==> config.mk <==
export PLATFORM = sky130hd
export DESIGN_NAME = http_chunked_body_decoder
export DESIGN_NICKNAME = d
export VERILOG_FILES = /design/src/design/hcbd_pkg.sv /design/src/design/http_chunked_body_decoder.sv /design/src/design/hcbd_front.sv /design/src/design/hcbd_queue.sv /design/src/design/hcbd_back.sv
export SDC_FILE = /design/constraint.sdc
export NUM_CORES = 1
export LEC_CHECK = 0
export BUFFER_PORTS_ARGS = -buffer_cell sky130_fd_sc_hd__buf_2
export CORE_ASPECT_RATIO = 1.4
export CORE_MARGIN = 3
export CORE_UTILIZATION = 45
export CTS_CLUSTER_DIAMETER = 80
export CTS_CLUSTER_SIZE = 12
export DETAILED_ROUTE_END_ITERATION = 12
export GPL_ROUTABILITY_DRIVEN = 0
export SLEW_MARGIN = 5
export SYNTH_ARGS = -nofsm -noshare
export SYNTH_HDL_FRONTEND = slang
export SYNTH_SLANG_ARGS = --single-unit
==> constraint.sdc <==
create_clock -name clock -period 8.1 [get_ports clock]
set_clock_uncertainty 0.15 [all_clocks]
set_input_delay 1.62 -clock clock [delete_from_list [all_inputs] [get_ports clock]]
set_output_delay 1.62 -clock clock [all_outputs]
set_load 0.05 [all_outputs]
==> src/design/hcbd_pkg.sv <==
// ----------------------------------------------------------------------------
// hcbd_pkg
// Shared constants, event types and character helpers for the chunked body
// decoder.
// ----------------------------------------------------------------------------
`default_nettype none

package hcbd_pkg;

   localparam int MAX_HEX_DIGITS = 16;
   localparam int HEX_LEN_W      = $clog2(MAX_HEX_DIGITS + 1);
   localparam int HEX_IDX_W      = $clog2(MAX_HEX_DIGITS);

   localparam int QUEUE_DEPTH    = 4;
   localparam int QUEUE_PTR_W    = $clog2(QUEUE_DEPTH);
   localparam int QUEUE_CNT_W    = $clog2(QUEUE_DEPTH + 1);

   localparam logic [7:0] CHAR_CR     = 8'd13;
   localparam logic [7:0] CHAR_LF     = 8'd10;
   localparam logic [7:0] CASE_MASK   = 8'hDF;
   localparam logic [7:0] CHAR_0      = 8'h30;
   localparam logic [7:0] CHAR_9      = 8'h39;
   localparam logic [7:0] CHAR_A      = 8'h41;
   localparam logic [7:0] CHAR_F      = 8'h46;
   localparam logic [3:0] LETTER_BIAS = 4'd9;

   typedef enum logic [1:0] {
      EV_PUSH,
      EV_DROP,
      EV_FINISH,
      EV_FLUSH
   } ev_kind_type;

   typedef struct packed {
      ev_kind_type kind;
      logic [7:0]  data;
      logic        last;
   } ev_type;

   function automatic logic is_hex_digit(input logic [7:0] c);
      logic [7:0] u;
      u = c & CASE_MASK;
      return ((c >= CHAR_0) && (c <= CHAR_9)) || ((u >= CHAR_A) && (u <= CHAR_F));
   endfunction

   function automatic logic [3:0] hex_value(input logic [7:0] c);
      if ((c >= CHAR_0) && (c <= CHAR_9)) begin
         return c[3:0];
      end
      return {1'b0, c[2:0]} + LETTER_BIAS;
   endfunction

endpackage

`default_nettype wire

==> src/design/http_chunked_body_decoder.sv <==
// ----------------------------------------------------------------------------
// http_chunked_body_decoder
// Strips chunk-size lines from a received HTTP byte stream.
//
// Input channel (req_): one received byte per transaction in req_tdata;
// req_tlast marks end of input, which flushes the held bytes and any pending
// hex digits, then returns the decoder to its reset state.
// Result channel (rsp_): one body byte or status per transaction; rsp_tlast
// marks the final result caused by an input transaction.
// A line parser takes one byte per cycle while it is not replaying digits and
// the queue has room, and issues events into a four-entry queue; a holdback
// stage keeps the last two kept bytes and feeds a single output register. A
// kept byte leaves two kept bytes later; the first result of a transaction
// passes through the queue and the output register. Throughput is one byte
// per cycle under those conditions. A hex line that turns out to be text, or
// end of input with pending digits, holds the input while the stored digits
// are replayed; an end-of-input flush of two held bytes sends them in turn.
// Reset clears all control state; no result is valid after reset.
// When the receiver stalls, the output register holds, the queue fills and
// req_tready drops.
// ----------------------------------------------------------------------------
`default_nettype none

module http_chunked_body_decoder (
   input  wire         clock,
   input  wire         reset,
   input  wire         req_tvalid,
   output logic        req_tready,
   input  wire  [7:0]  req_tdata,   // [7:0] in_byte
   input  wire         req_tlast,   // end_of_input
   output logic        rsp_tvalid,
   input  wire         rsp_tready,
   output logic [7:0]  rsp_tdata,   // [7:0] out_byte
   output logic        rsp_tlast,   // last_of_run
   output logic [1:0]  rsp_tuser    // [0] finished, [1] byte_valid
);

   logic             fe_valid;
   hcbd_pkg::ev_type fe_ev;
   logic             q_ready;
   logic             q_valid;
   hcbd_pkg::ev_type q_ev;
   logic             q_pop;

   hcbd_front u_front (
      .clock      (clock),
      .reset      (reset),
      .req_tvalid (req_tvalid),
      .req_tready (req_tready),
      .req_tdata  (req_tdata),
      .req_tlast  (req_tlast),
      .ev_valid   (fe_valid),
      .ev         (fe_ev),
      .q_ready    (q_ready)
   );

   hcbd_queue u_queue (
      .clock     (clock),
      .reset     (reset),
      .in_valid  (fe_valid),
      .in_ev     (fe_ev),
      .in_ready  (q_ready),
      .out_valid (q_valid),
      .out_ev    (q_ev),
      .out_pop   (q_pop)
   );

   hcbd_back u_back (
      .clock      (clock),
      .reset      (reset),
      .ev_valid   (q_valid),
      .ev         (q_ev),
      .ev_pop     (q_pop),
      .rsp_tvalid (rsp_tvalid),
      .rsp_tready (rsp_tready),
      .rsp_tdata  (rsp_tdata),
      .rsp_tlast  (rsp_tlast),
      .rsp_tuser  (rsp_tuser)
   );

endmodule

`default_nettype wire

==> src/design/hcbd_front.sv <==
// ----------------------------------------------------------------------------
// hcbd_front
// Accepts stream bytes, tracks chunk-size lines and issues holdback events.
// ----------------------------------------------------------------------------
`default_nettype none

module hcbd_front (
   input  wire                 clock,
   input  wire                 reset,
   input  wire                 req_tvalid,
   output logic                req_tready,
   input  wire  [7:0]          req_tdata,
   input  wire                 req_tlast,
   output logic                ev_valid,
   output hcbd_pkg::ev_type    ev,
   input  wire                 q_ready
);

   typedef enum logic [1:0] {
      MODE_SCAN,
      MODE_SKIP,
      MODE_PASS,
      MODE_DONE
   } mode_type;

   mode_type                        mode_ff, mode_in;
   logic [31:0]                     chunk_ff, chunk_in;
   logic [31:0]                     accum_ff, accum_in;
   logic [hcbd_pkg::HEX_LEN_W-1:0]  hex_len_ff, hex_len_in;
   logic                            plain_ff, plain_in;
   logic                            spill_on_ff, spill_on_in;
   logic [hcbd_pkg::HEX_LEN_W-1:0]  spill_idx_ff, spill_idx_in;
   logic [hcbd_pkg::HEX_LEN_W-1:0]  spill_len_ff, spill_len_in;
   logic                            tail_flush_ff, tail_flush_in;
   logic [7:0]                      tail_byte_ff, tail_byte_in;
   logic [7:0]                      store_ff [hcbd_pkg::MAX_HEX_DIGITS];
   logic                            store_we;
   logic                            accept;
   logic                            is_eol;
   logic                            is_hex;
   logic [3:0]                      digit;

   assign is_eol = (req_tdata == hcbd_pkg::CHAR_CR) || (req_tdata == hcbd_pkg::CHAR_LF);
   assign is_hex = hcbd_pkg::is_hex_digit(req_tdata);
   assign digit  = hcbd_pkg::hex_value(req_tdata);

   always_comb begin
      mode_in       = mode_ff;
      chunk_in      = chunk_ff;
      accum_in      = accum_ff;
      hex_len_in    = hex_len_ff;
      plain_in      = plain_ff;
      spill_on_in   = spill_on_ff;
      spill_idx_in  = spill_idx_ff;
      spill_len_in  = spill_len_ff;
      tail_flush_in = tail_flush_ff;
      tail_byte_in  = tail_byte_ff;
      store_we      = 1'b0;
      ev_valid      = 1'b0;
      ev.kind       = hcbd_pkg::EV_PUSH;
      ev.data       = req_tdata;
      ev.last       = 1'b1;
      req_tready    = !spill_on_ff && q_ready;
      accept        = req_tvalid && req_tready;

      if (spill_on_ff) begin
         if (q_ready) begin
            ev_valid = 1'b1;
            if (spill_idx_ff < spill_len_ff) begin
               ev.data      = store_ff[spill_idx_ff[hcbd_pkg::HEX_IDX_W-1:0]];
               ev.last      = 1'b0;
               spill_idx_in = spill_idx_ff + 1'b1;
            end else begin
               ev.kind     = tail_flush_ff ? hcbd_pkg::EV_FLUSH : hcbd_pkg::EV_PUSH;
               ev.data     = tail_byte_ff;
               spill_on_in = 1'b0;
            end
         end
      end else if (accept) begin
         if (req_tlast) begin
            if ((mode_ff == MODE_SCAN) && (hex_len_ff != '0)) begin
               spill_on_in   = 1'b1;
               spill_idx_in  = '0;
               spill_len_in  = hex_len_ff;
               tail_flush_in = 1'b1;
            end else begin
               ev_valid = 1'b1;
               ev.kind  = hcbd_pkg::EV_FLUSH;
            end
            mode_in    = MODE_SCAN;
            chunk_in   = '0;
            accum_in   = '0;
            hex_len_in = '0;
            plain_in   = 1'b0;
         end else begin
            unique case (mode_ff)
               MODE_DONE: begin
               end
               MODE_SKIP: begin
                  mode_in    = (chunk_ff != '0) ? MODE_PASS : MODE_SCAN;
                  accum_in   = '0;
                  hex_len_in = '0;
                  plain_in   = 1'b0;
               end
               MODE_PASS: begin
                  ev_valid = 1'b1;
                  chunk_in = chunk_ff - 32'd1;
                  if (chunk_ff == 32'd1) begin
                     mode_in    = MODE_SCAN;
                     accum_in   = '0;
                     hex_len_in = '0;
                     plain_in   = 1'b0;
                  end
               end
               MODE_SCAN: begin
                  if (is_eol) begin
                     ev_valid = 1'b1;
                     if ((hex_len_ff != '0) && !plain_ff) begin
                        if (accum_ff != '0) begin
                           ev.kind  = hcbd_pkg::EV_DROP;
                           chunk_in = accum_ff;
                           mode_in  = MODE_SKIP;
                        end else begin
                           ev.kind = hcbd_pkg::EV_FINISH;
                           mode_in = MODE_DONE;
                        end
                     end
                     accum_in   = '0;
                     hex_len_in = '0;
                     plain_in   = 1'b0;
                  end else if (plain_ff) begin
                     ev_valid = 1'b1;
                  end else if (is_hex &&
                               (hex_len_ff < hcbd_pkg::HEX_LEN_W'(hcbd_pkg::MAX_HEX_DIGITS)))
                  begin
                     store_we   = 1'b1;
                     hex_len_in = hex_len_ff + 1'b1;
                     accum_in   = {accum_ff[27:0], digit};
                  end else begin
                     if (hex_len_ff != '0) begin
                        spill_on_in   = 1'b1;
                        spill_idx_in  = '0;
                        spill_len_in  = hex_len_ff;
                        tail_flush_in = 1'b0;
                        tail_byte_in  = req_tdata;
                     end else begin
                        ev_valid = 1'b1;
                     end
                     plain_in   = 1'b1;
                     accum_in   = '0;
                     hex_len_in = '0;
                  end
               end
               default: begin
               end
            endcase
         end
      end
   end

   always_ff @(posedge clock) begin
      if (reset) begin
         mode_ff       <= MODE_SCAN;
         chunk_ff      <= '0;
         accum_ff      <= '0;
         hex_len_ff    <= '0;
         plain_ff      <= 1'b0;
         spill_on_ff   <= 1'b0;
         spill_idx_ff  <= '0;
         spill_len_ff  <= '0;
         tail_flush_ff <= 1'b0;
      end else begin
         mode_ff       <= mode_in;
         chunk_ff      <= chunk_in;
         accum_ff      <= accum_in;
         hex_len_ff    <= hex_len_in;
         plain_ff      <= plain_in;
         spill_on_ff   <= spill_on_in;
         spill_idx_ff  <= spill_idx_in;
         spill_len_ff  <= spill_len_in;
         tail_flush_ff <= tail_flush_in;
      end
      tail_byte_ff <= tail_byte_in;
      if (store_we) begin
         store_ff[hex_len_ff[hcbd_pkg::HEX_IDX_W-1:0]] <= req_tdata;
      end
   end

endmodule

`default_nettype wire

==> src/design/hcbd_queue.sv <==
// ----------------------------------------------------------------------------
// hcbd_queue
// Short event queue between the line parser and the holdback stage.
// ----------------------------------------------------------------------------
`default_nettype none

module hcbd_queue (
   input  wire                 clock,
   input  wire                 reset,
   input  wire                 in_valid,
   input  hcbd_pkg::ev_type    in_ev,
   output logic                in_ready,
   output logic                out_valid,
   output hcbd_pkg::ev_type    out_ev,
   input  wire                 out_pop
);

   hcbd_pkg::ev_type                  entry_ff [hcbd_pkg::QUEUE_DEPTH];
   logic [hcbd_pkg::QUEUE_PTR_W-1:0]  wr_ptr_ff, wr_ptr_in;
   logic [hcbd_pkg::QUEUE_PTR_W-1:0]  rd_ptr_ff, rd_ptr_in;
   logic [hcbd_pkg::QUEUE_CNT_W-1:0]  count_ff, count_in;
   logic                              push;
   logic                              pop;

   assign in_ready  = (count_ff != hcbd_pkg::QUEUE_CNT_W'(hcbd_pkg::QUEUE_DEPTH));
   assign out_valid = (count_ff != '0);
   assign out_ev    = entry_ff[rd_ptr_ff];
   assign push      = in_valid && in_ready;
   assign pop       = out_pop && out_valid;

   always_comb begin
      wr_ptr_in = push ? wr_ptr_ff + 1'b1 : wr_ptr_ff;
      rd_ptr_in = pop ? rd_ptr_ff + 1'b1 : rd_ptr_ff;
      count_in  = count_ff;
      if (push && !pop) begin
         count_in = count_ff + 1'b1;
      end else if (pop && !push) begin
         count_in = count_ff - 1'b1;
      end
   end

   always_ff @(posedge clock) begin
      if (reset) begin
         wr_ptr_ff <= '0;
         rd_ptr_ff <= '0;
         count_ff  <= '0;
      end else begin
         wr_ptr_ff <= wr_ptr_in;
         rd_ptr_ff <= rd_ptr_in;
         count_ff  <= count_in;
      end
      if (push) begin
         entry_ff[wr_ptr_ff] <= in_ev;
      end
   end

endmodule

`default_nettype wire

==> src/design/hcbd_back.sv <==
// ----------------------------------------------------------------------------
// hcbd_back
// Two-byte holdback and output register; carries out queued events.
// ----------------------------------------------------------------------------
`default_nettype none

module hcbd_back (
   input  wire                 clock,
   input  wire                 reset,
   input  wire                 ev_valid,
   input  hcbd_pkg::ev_type    ev,
   output logic                ev_pop,
   output logic                rsp_tvalid,
   input  wire                 rsp_tready,
   output logic [7:0]          rsp_tdata,
   output logic                rsp_tlast,
   output logic [1:0]          rsp_tuser
);

   logic [7:0] hold0_ff, hold0_in;
   logic [7:0] hold1_ff, hold1_in;
   logic [1:0] count_ff, count_in;
   logic       rsp_valid_ff, rsp_valid_in;
   logic [7:0] rsp_byte_ff, rsp_byte_in;
   logic       rsp_last_ff, rsp_last_in;
   logic       rsp_fin_ff, rsp_fin_in;
   logic       rsp_bval_ff, rsp_bval_in;
   logic       out_free;
   logic       load;

   assign out_free   = !rsp_valid_ff || rsp_tready;
   assign rsp_tvalid = rsp_valid_ff;
   assign rsp_tdata  = rsp_byte_ff;
   assign rsp_tlast  = rsp_last_ff;
   assign rsp_tuser  = {rsp_bval_ff, rsp_fin_ff};

   always_comb begin
      hold0_in    = hold0_ff;
      hold1_in    = hold1_ff;
      count_in    = count_ff;
      ev_pop      = 1'b0;
      load        = 1'b0;
      rsp_byte_in = hold0_ff;
      rsp_last_in = ev.last;
      rsp_fin_in  = 1'b0;
      rsp_bval_in = 1'b1;

      if (ev_valid) begin
         unique case (ev.kind)
            hcbd_pkg::EV_PUSH: begin
               if (count_ff == 2'd2) begin
                  if (out_free) begin
                     load     = 1'b1;
                     hold0_in = hold1_ff;
                     hold1_in = ev.data;
                     ev_pop   = 1'b1;
                  end
               end else begin
                  if (count_ff == 2'd0) begin
                     hold0_in = ev.data;
                  end else begin
                     hold1_in = ev.data;
                  end
                  count_in = count_ff + 2'd1;
                  ev_pop   = 1'b1;
               end
            end
            hcbd_pkg::EV_DROP: begin
               count_in = 2'd0;
               ev_pop   = 1'b1;
            end
            hcbd_pkg::EV_FINISH: begin
               if (out_free) begin
                  load        = 1'b1;
                  rsp_byte_in = 8'd0;
                  rsp_last_in = 1'b1;
                  rsp_fin_in  = 1'b1;
                  rsp_bval_in = 1'b0;
                  count_in    = 2'd0;
                  ev_pop      = 1'b1;
               end
            end
            hcbd_pkg::EV_FLUSH: begin
               if (count_ff == 2'd0) begin
                  ev_pop = 1'b1;
               end else if (out_free) begin
                  load = 1'b1;
                  if (count_ff == 2'd1) begin
                     rsp_last_in = 1'b1;
                     count_in    = 2'd0;
                     ev_pop      = 1'b1;
                  end else begin
                     rsp_last_in = 1'b0;
                     hold0_in    = hold1_ff;
                     count_in    = 2'd1;
                  end
               end
            end
            default: begin
            end
         endcase
      end

      rsp_valid_in = load || (rsp_valid_ff && !rsp_tready);
   end

   always_ff @(posedge clock) begin
      if (reset) begin
         count_ff     <= 2'd0;
         rsp_valid_ff <= 1'b0;
      end else begin
         count_ff     <= count_in;
         rsp_valid_ff <= rsp_valid_in;
      end
      hold0_ff <= hold0_in;
      hold1_ff <= hold1_in;
      if (load) begin
         rsp_byte_ff <= rsp_byte_in;
         rsp_last_ff <= rsp_last_in;
         rsp_fin_ff  <= rsp_fin_in;
         rsp_bval_ff <= rsp_bval_in;
      end
   end

endmodule

`default_nettype wire

Word level (Yosys, flattened, before mapping)
Memory sizes are Yosys's and may differ from the RTL's. A register that Yosys moved wholly into a read port is not among the register bits.
Cells that the tools add are included.
{ "classes": {"addsub": 9, "n_lt_le_gt_ge": 6, "n_eq_ne": 35, "n_mux": 146, "bitwise": 5, "reduce_logical": 49} }
{ "op_table": {"columns": ["cell", "count"], "rows": [
  ["32-bit two-way mux", 9],
  ["5-bit two-way mux", 23],
  ["8-bit two-way mux", 13],
  ["32-bit case mux with 3 select lines", 1],
  ["32-bit case mux with 2 select lines", 1],
  ["32-bit nonzero test", 2],
  ["1-bit two-way mux", 60],
  ["2-bit two-way mux", 22],
  ["32-bit by 1-bit equality test with 1-bit output, second input constant", 1],
  ["32-bit by 1-bit subtractor with 32-bit output, second input constant", 1],
  ["8-bit by 4-bit equality test with 1-bit output, second input constant", 2],
  ["4-bit two-way mux", 4],
  ["8-bit case mux with 2 select lines", 1],
  ["8-bit AND reduction", 2],
  ["3-bit by 2-bit inequality test with 1-bit output, second input constant", 5],
  ["5-bit case mux with 3 select lines", 1],
  ["2-bit inequality test, second input constant", 7],
  ["1-bit logical AND", 12],
  ["2-bit by 1-bit inequality test with 1-bit output, second input constant", 6],
  ["3-bit inequality test, second input constant", 4],
  ["6-bit AND reduction", 2],
  ["3-bit nonzero test", 4],
  ["11-bit two-way mux", 1],
  ["5-bit by 1-bit adder with 5-bit output, second input constant", 2],
  ["33 further kinds", 64]
]} }
{ "totals": {"register_bits": 129, "ramBits": 172, "out_inout_bits": 13, "wordCells": 273, "n_memories": 2} }
{ "memory_table": {"columns": ["memory", "words", "word_bits", "read_ports", "rd_clocked_by_memory_dff", "wr", "line_no", "text"], "rows": [
  ["u_front.store_ff", 16, 8, 1, 1, 1, "hcbd_front.sv:36", "logic [7:0] store_ff [hcbd_pkg::MAX_HEX_DIGITS];"],
  ["u_queue.entry_ff", 4, 11, 1, 1, 1, "hcbd_queue.sv:18", "hcbd_pkg::ev_type entry_ff [hcbd_pkg::QUEUE_DEPTH];"]
]} }

Longest topological paths before layout
{ "depth": {"ltp_word": 16, "depth_mapped": 13, "ltp_nobuf": 12} }

Cells and area by module
A second synthesis with hierarchy kept.
{ "unflattened": {"hier_cells": 1092, "area_unflattened_um2": 13658.1} }
{ "modules_own_cells": {"columns": ["mod", "instances", "cells_each", "area_each_um2", "seq_area_each_um2"], "rows": [
  ["hcbd_front", 1, 889, 10237.3, 5845.6],
  ["hcbd_queue", 1, 105, 2070.7, 1501.4],
  ["hcbd_back", 1, 98, 1350.0, 870.8]
]} }

Worst setup path after synthesis
OpenSTA, ideal clock, no wires.
{ "synth_path": {"path_kind": "input to register", "startpoint": "input port req_tdata[1]", "endpoint": "register u_queue.count_ff[2] (netlist bit)", "arrival_time_ns": 4.071, "required_ns": 7.880, "setup_slack_ns": 3.809, "path_stages": 13, "path_buffers": 1, "cell_sequence": "inv_1 -> ha_1 -> or3b_1 -> and4_1 -> nor3_1 -> o221a_2 -> buf_2 -> ha_1 -> inv_1 -> fa_1 -> xor2_1 -> or3_1 -> a21oi_1"} }
{ "synth_via": {"elab_chain_len": 15, "word_cells_on_any_way": 24, "classes_between": "4 x order compare; 2 x eq/ne; 8 x mux; 10 x reduce/logical"} }
{ "synth_rtl": {"columns": ["element", "line_no", "text"], "rows": [
  ["start: declaration", "http_chunked_body_decoder.sv:29", "input wire [7:0] req_tdata,"],
  ["8-bit by 6-bit greater-or-equal comparator with 1-bit output, or another cell as far along", "hcbd_pkg.sv:43", "return ((c >= CHAR_0) && (c <= CHAR_9)) || ((u >= CHAR_A) && (u <= CHAR_F));"],
  ["1-bit logical AND", "hcbd_pkg.sv:43", null],
  ["1-bit logical OR", "hcbd_pkg.sv:43", null],
  ["1-bit logical AND", "hcbd_front.sv:133", "end else if (is_hex &&"],
  ["1-bit two-way mux", "hcbd_front.sv:133", null],
  ["1-bit two-way mux", "hcbd_front.sv:131", "end else if (plain_ff) begin"],
  ["1-bit two-way mux *", "hcbd_front.sv:116", "if (is_eol) begin"],
  ["1-bit case mux with 2 select lines *", "hcbd_front.sv:96", "unique case (mode_ff)"],
  ["1-bit two-way mux *", "hcbd_front.sv:80", "if (req_tlast) begin"],
  ["1-bit two-way mux *", "hcbd_front.sv:79", "end else if (accept) begin"],
  ["1-bit two-way mux *", "hcbd_front.sv:66", "if (spill_on_ff) begin"],
  ["1-bit logical AND *", "hcbd_queue.sv:28", "assign push = in_valid && in_ready;"],
  ["via u_queue.push", "hcbd_queue.sv:22", "logic push;"],
  ["1-bit logical NOT", "hcbd_queue.sv:37", "end else if (pop && !push) begin"],
  ["1-bit logical AND", "hcbd_queue.sv:37", null],
  ["2-bit nonzero test (no line)", null, null],
  ["end signal: assignment", "hcbd_queue.sv:50", "count_ff <= count_in;"],
  ["end: declaration", "hcbd_queue.sv:21", "logic [hcbd_pkg::QUEUE_CNT_W-1:0] count_ff, count_in;"]
]} }
Mark *: on every way through the listed nets, which the timed path passes. The rest lies on a longest branch.
A chain may end at the register's enable or synchronous reset.

Final worst setup path
{ "layout_path": {"startpoint": "input port req_tdata[0]", "endpoint": "memory u_front.store_ff[3][4], enable pin"} }
{ "layout_via": {"elab_chain_len": 13, "word_cells_on_any_way": 20, "classes_between": "4 x order compare; 2 x eq/ne; 9 x mux; 5 x reduce/logical"} }
{ "layout_rtl": {"columns": ["element", "line_no", "text"], "rows": [
  ["8-bit by 6-bit greater-or-equal comparator with 1-bit output, or another cell as far along", "hcbd_pkg.sv:43", null],
  ["1-bit logical AND", "hcbd_pkg.sv:43", null],
  ["1-bit logical OR", "hcbd_pkg.sv:43", null],
  ["1-bit logical AND", "hcbd_front.sv:133", null],
  ["1-bit two-way mux", "hcbd_front.sv:133", null],
  ["1-bit two-way mux", "hcbd_front.sv:131", null],
  ["1-bit two-way mux *", "hcbd_front.sv:116", null],
  ["1-bit two-way mux *", "hcbd_front.sv:96", null],
  ["1-bit two-way mux *", "hcbd_front.sv:80", null],
  ["1-bit two-way mux *", "hcbd_front.sv:79", null],
  ["1-bit two-way mux *", "hcbd_front.sv:66", null],
  ["1-bit two-way mux *", "hcbd_front.sv:184", "if (store_we) begin"],
  ["1-bit two-way mux (not written as such) *", "hcbd_front.sv:185", "store_ff[hex_len_ff[hcbd_pkg::HEX_IDX_W-1:0]] <= req_tdata;"],
  ["end: declaration", "hcbd_front.sv:36", null]
]} }
Mark *: on every way between the ends. The rest lies on a longest branch, timed or not.

==> flow_metrics.env <==
export IMPL_grt_max_degree=72
export IMPL_crit_arrival_ps=4470
export IMPL_route_final_wire_length_um=30400
export IMPL_fmax_mhz=225
export IMPL_synthDominantAreaCellType="sky130_fd_sc_hd__edfxtp_1"
export IMPL_leakagePower_nw=4.78
export IMPL_final_hold_slack_ps=332
export IMPL_worst_slew_margin_rel_pct=17.0
export IMPL_synth_fp_nets=1113
export IMPL_yosys_register_bits=307
export IMPL_numPortBuffers=25
export IMPL_critical_path_startpoint="req_tdata[0]"
export IMPL_cp_depth=8
export IMPL_timing_reg2reg_worst_path_depth=11
export IMPL_setup_tns_final_ps=0
export IMPL_layout_core_utilization_pct=50.6
export IMPL_drt_vias_per_instance=5.84
export IMPL_start_util_pct=46.2
export IMPL_synth_area_mux_share_pct=10.5
export IMPL_fillers=2558
export IMPL_post_synth_cell_area_avg_sq_um=12.7
export IMPL_die_width_um=153
export IMPL_yosysWarnings=0
export IMPL_worst_r2r_setup_slack_ps=4040
export IMPL_route_antenna_remaining_nets=0
export IMPL_period_minus_slack_ps=4450
export IMPL_postSynth_asyncResetShare_pct=0
export IMPL_min_path_type="reg -> reg"
export IMPL_globalRouteTotalUtil_pct=18.6
export IMPL_synth_compound_gate_area_share_pct=10.4
export IMPL_crit_family="simple AND/OR/NAND/NOR gates"
export IMPL_first_global_vias=8542
export IMPL_place_worst_setup_slack_ps=3040
export IMPL_power_density_nw_per_um2=246
export IMPL_hold_viol_final=0
export IMPL_final_period_utilization_pct=54.9
export IMPL_cts_tree="yes"
export IMPL_flip_flop_cell_with_the_highest_count_after_synthesis="sky130_fd_sc_hd__edfxtp_1"
export IMPL_max_slew_worst_pin_slew_ps=1240
export IMPL_post_synth_inst_count=1071
export IMPL_final_critical_path_setup_slack_ps=3650
export IMPL_critical_path_n_buffers_inverters=2
export IMPL_synth_simple_gate_area_share_pct=12.8
export IMPL_synth_seq_area_share_pct=60.4
export IMPL_design_final_nets=1123
export IMPL_flow_area_growth_from_synthesis_pct=9.50
export IMPL_chipHeight_um=212
export IMPL_rsz0062_at_grt="no"
export IMPL_design_portCount=26
export IMPL_dominant_combinational_cell_family_by_area_after_synthesis="simple AND/OR/NAND/NOR gates"
export IMPL_timing_setup_critical_path_class="in -> reg"
export IMPL_global_route_wire_length_before_repair_um=48200
export IMPL_maxCapViolCount=0
export IMPL_fp_row_count=74
export IMPL_post_synth_instance_area_sq_um=13600
export IMPL_report_final_slew_viol_count=0
export IMPL_timing_critical_path_required_ps=8120
export IMPL_detailedRoute_firstIterationViolations=517
export IMPL_ctsHoldBuffers=0
export IMPL_critPathSlowestCell="sky130_fd_sc_hd__nor3_1"
export IMPL_synth_xor_area_share_pct=0.580
export IMPL_postCtsResizedCells=0
export IMPL_cp_cell_sequence="buf_2 > inv_1 > ha_1 > mux2_2 > a31o_2 > nor2_1 > nand3_1 > nor3_1"
export IMPL_postCtsSetupRepairBufs=0
export IMPL_die_outline_area_sq_um=32400
export IMPL_synthTopCellsByArea="sky130_fd_sc_hd__edfxtp_1 46%, sky130_fd_sc_hd__dfxtp_1 15%, sky130_fd_sc_hd__mux4_2 8.4%, sky130_fd_sc_hd__nand2_1 2.9%, sky130_fd_sc_hd__ha_1 2.6%"
export IMPL_setup_violations_final=0
export IMPL_avgRoutedWirePerCell_um=20.5
export IMPL_fin_area_sq_um=14900
export IMPL_detail_route_first_pass_iterations=4
export IMPL_core_area_sq_um=29400
export IMPL_timing_critical_path_to="u_front.store_ff[3][4]$_DFFE_PP_"
export IMPL_endpoint_kind="register"
export IMPL_area_sequential_sq_um=8220
export IMPL_htree_num_levels=1
export IMPL_number_of_synthesized_flops_with_an_enable_pin=207
export IMPL_cts_sink_count=307
export IMPL_drive_above_1_share_pct=14.5
export IMPL_detailed_place_hpwl_um=20500
export IMPL_clockRootBuffer="sky130_fd_sc_hd__clkbuf_16"
export IMPL_worstSkewPairLatency_ps=560
export IMPL_grt_overflow_total=0
export IMPL_regToRegEndpoint="u_queue.count_ff[2]$_SDFFE_PP0P_"
export IMPL_clockBufferDepth=3
export IMPL_yosysUniqueCellTypes=78
export IMPL_cp_start_kind="input pin"
export IMPL_multiInputGateArea_sq_um=5050
export IMPL_worst_ir_drop_vdd_v=0.000180
export IMPL_path_max_fanout=23
export IMPL_synth_adder_area_share_pct=2.72
export IMPL_drcViolationCount=0
export IMPL_placedInstanceArea_sq_um=14100
export IMPL_status="finished, final reports clean"
export IMPL_antenna_diode_count=0
export IMPL_antenna_found_initial=0
export IMPL_cts_inserted_buffers=29
export IMPL_dr_total_vias=8649
export IMPL_path_clk_slew_ps=60
export IMPL_critical_path_max_stage_delay_ps=980
export IMPL_area_fraction_of_the_dominant_cell_type_after_synthesis_pct=45.7
## layout by cell type, fill, tap and decap left out, types with 5 or more instances in the layout
cell type,count
sky130_fd_sc_hd__edfxtp_1,207
sky130_fd_sc_hd__nand2_1,105
sky130_fd_sc_hd__dfxtp_1,99
sky130_fd_sc_hd__nor2_1,63
sky130_fd_sc_hd__a21oi_1,54
sky130_fd_sc_hd__mux4_2,51
sky130_fd_sc_hd__nand3_1,49
sky130_fd_sc_hd__o21ai_0,40
sky130_fd_sc_hd__o21ai_1,34
sky130_fd_sc_hd__clkbuf_16,29
sky130_fd_sc_hd__ha_1,28
sky130_fd_sc_hd__inv_1,27
sky130_fd_sc_hd__nor3_1,27
sky130_fd_sc_hd__buf_2,25
sky130_fd_sc_hd__clkbuf_1,19
sky130_fd_sc_hd__mux2i_1,16
sky130_fd_sc_hd__or3_1,14
sky130_fd_sc_hd__and2_1,14
sky130_fd_sc_hd__nor4_1,14
sky130_fd_sc_hd__buf_4,13
sky130_fd_sc_hd__o31ai_1,11
sky130_fd_sc_hd__mux2_2,10
sky130_fd_sc_hd__a211oi_1,8
sky130_fd_sc_hd__nand4_1,8
sky130_fd_sc_hd__a31oi_1,7
sky130_fd_sc_hd__or4_1,7
sky130_fd_sc_hd__o21a_1,6
sky130_fd_sc_hd__o32ai_1,5
sky130_fd_sc_hd__a31o_2,5
sky130_fd_sc_hd__xor2_1,5
## worst reg2reg max path, delay by kind of cell (launching register included)
family          cells  cell delay, ps
mux                 1             650
fa+ha+maj           3             920
flops               1             790
simple gates        2             490
compound gates      3             790
buf+inv             1              70
xor+xnor            1             150
## per-layer routing
| layer | routed length [um] | track usage [%] |
|---|---|---|
| met1 | 12700 | 24.0 |
| met2 | 15700 | 33.2 |
| met3 | 1220 | 2.35 |
| met4 | 709 | 5.47 |
| met5 | 0 | 0 |
## how the worst min path moves through the flow
stage                                       from                                end  slack [ps]  cells after the start
2_1_floorplan  u_front.accum_ff[29]$_SDFFE_PP0P_  u_front.accum_ff[29]$_SDFFE_PP0P_         290                      2
3_3_place_gp   u_front.chunk_ff[11]$_SDFFE_PP0P_  u_front.chunk_ff[11]$_SDFFE_PP0P_         320                      2
3_5_place_dp   u_front.chunk_ff[11]$_SDFFE_PP0P_  u_front.chunk_ff[11]$_SDFFE_PP0P_         320                      2
4_1_cts        u_front.chunk_ff[11]$_SDFFE_PP0P_  u_front.chunk_ff[11]$_SDFFE_PP0P_         330                      2
5_1_grt        u_front.chunk_ff[11]$_SDFFE_PP0P_  u_front.chunk_ff[11]$_SDFFE_PP0P_         350                      2
6_report       u_front.accum_ff[17]$_SDFFE_PP0P_  u_front.accum_ff[17]$_SDFFE_PP0P_         330                      2
## cell type report
class | count | area share (%)
Sequential cell | 307 | 55.2
Multi-Input combinational cell | 677 | 33.9
Clock buffer | 48 | 5.35
Tap cell | 380 | 3.19
Timing Repair Buffer | 38 | 1.50
Inverter | 28 | 0.706
Clock inverter | 2 | 0.101
## kinds of logic after synthesis
group,count (synthesis)
buffers and inverters,87
XOR/XNOR,9
flip-flops,307
multiplexers,77
adder cells (fa/ha/maj),29
AND/OR/NAND/NOR,341
AO/OA/AOI/OAI,221
## sequential cells by signal (all words and copies together) (netlist names), 2 cells and up, named ones only
register / cells
u_front.store_ff: 128
u_queue.entry_ff: 44
u_front.accum_ff: 32
u_front.chunk_ff: 32
u_back.hold0_ff: 8
u_back.hold1_ff: 8
u_back.rsp_tdata: 8
u_front.tail_byte_ff: 8
u_front.hex_len_ff: 5
u_front.spill_idx_ff: 5
u_front.spill_len_ff: 5
u_queue.count_ff: 3
u_back.count_ff: 2
u_front.mode_ff: 2
u_queue.rd_ptr_ff: 2
u_queue.wr_ptr_ff: 2
## per-stage QoR
step           cells  total power (W)
2_1_floorplan   1071          0.00233
3_3_place_gp    1430          0.00247
3_5_place_dp    1430          0.00248
4_1_cts         1480          0.00371
5_1_grt         1480          0.00384
6_report        1480          0.00366
## where the power goes
part	internal, W	switching [W]
combinational	0.000223	0.000387
clock	0.000665	0.000556
sequential	0.00178	0.0000532
total	0.00267	0.000996
## cells in the mapped netlist (5+ instances only)
cell type                  count
sky130_fd_sc_hd__edfxtp_1    207
sky130_fd_sc_hd__nand2_1     105
sky130_fd_sc_hd__dfxtp_1     100
sky130_fd_sc_hd__nor2_1       64
sky130_fd_sc_hd__a21oi_1      55
sky130_fd_sc_hd__mux4_2       51
sky130_fd_sc_hd__nand3_1      49
sky130_fd_sc_hd__o21ai_0      40
sky130_fd_sc_hd__clkbuf_1     34
sky130_fd_sc_hd__o21ai_1      34
sky130_fd_sc_hd__ha_1         28
sky130_fd_sc_hd__inv_1        27
sky130_fd_sc_hd__nor3_1       27
sky130_fd_sc_hd__buf_2        17
sky130_fd_sc_hd__mux2i_1      16
sky130_fd_sc_hd__nor4_1       15
sky130_fd_sc_hd__and2_1       14
sky130_fd_sc_hd__or3_1        14
sky130_fd_sc_hd__o31ai_1      11
sky130_fd_sc_hd__mux2_2       10
sky130_fd_sc_hd__a211oi_1      8
sky130_fd_sc_hd__nand4_1       8
sky130_fd_sc_hd__a31oi_1       7
sky130_fd_sc_hd__or4_1         7
sky130_fd_sc_hd__o21a_1        6
sky130_fd_sc_hd__a31o_2        5
sky130_fd_sc_hd__buf_1         5
sky130_fd_sc_hd__o32ai_1       5
sky130_fd_sc_hd__xor2_1        5
Note: power is estimated with default switching activity, not from simulation.
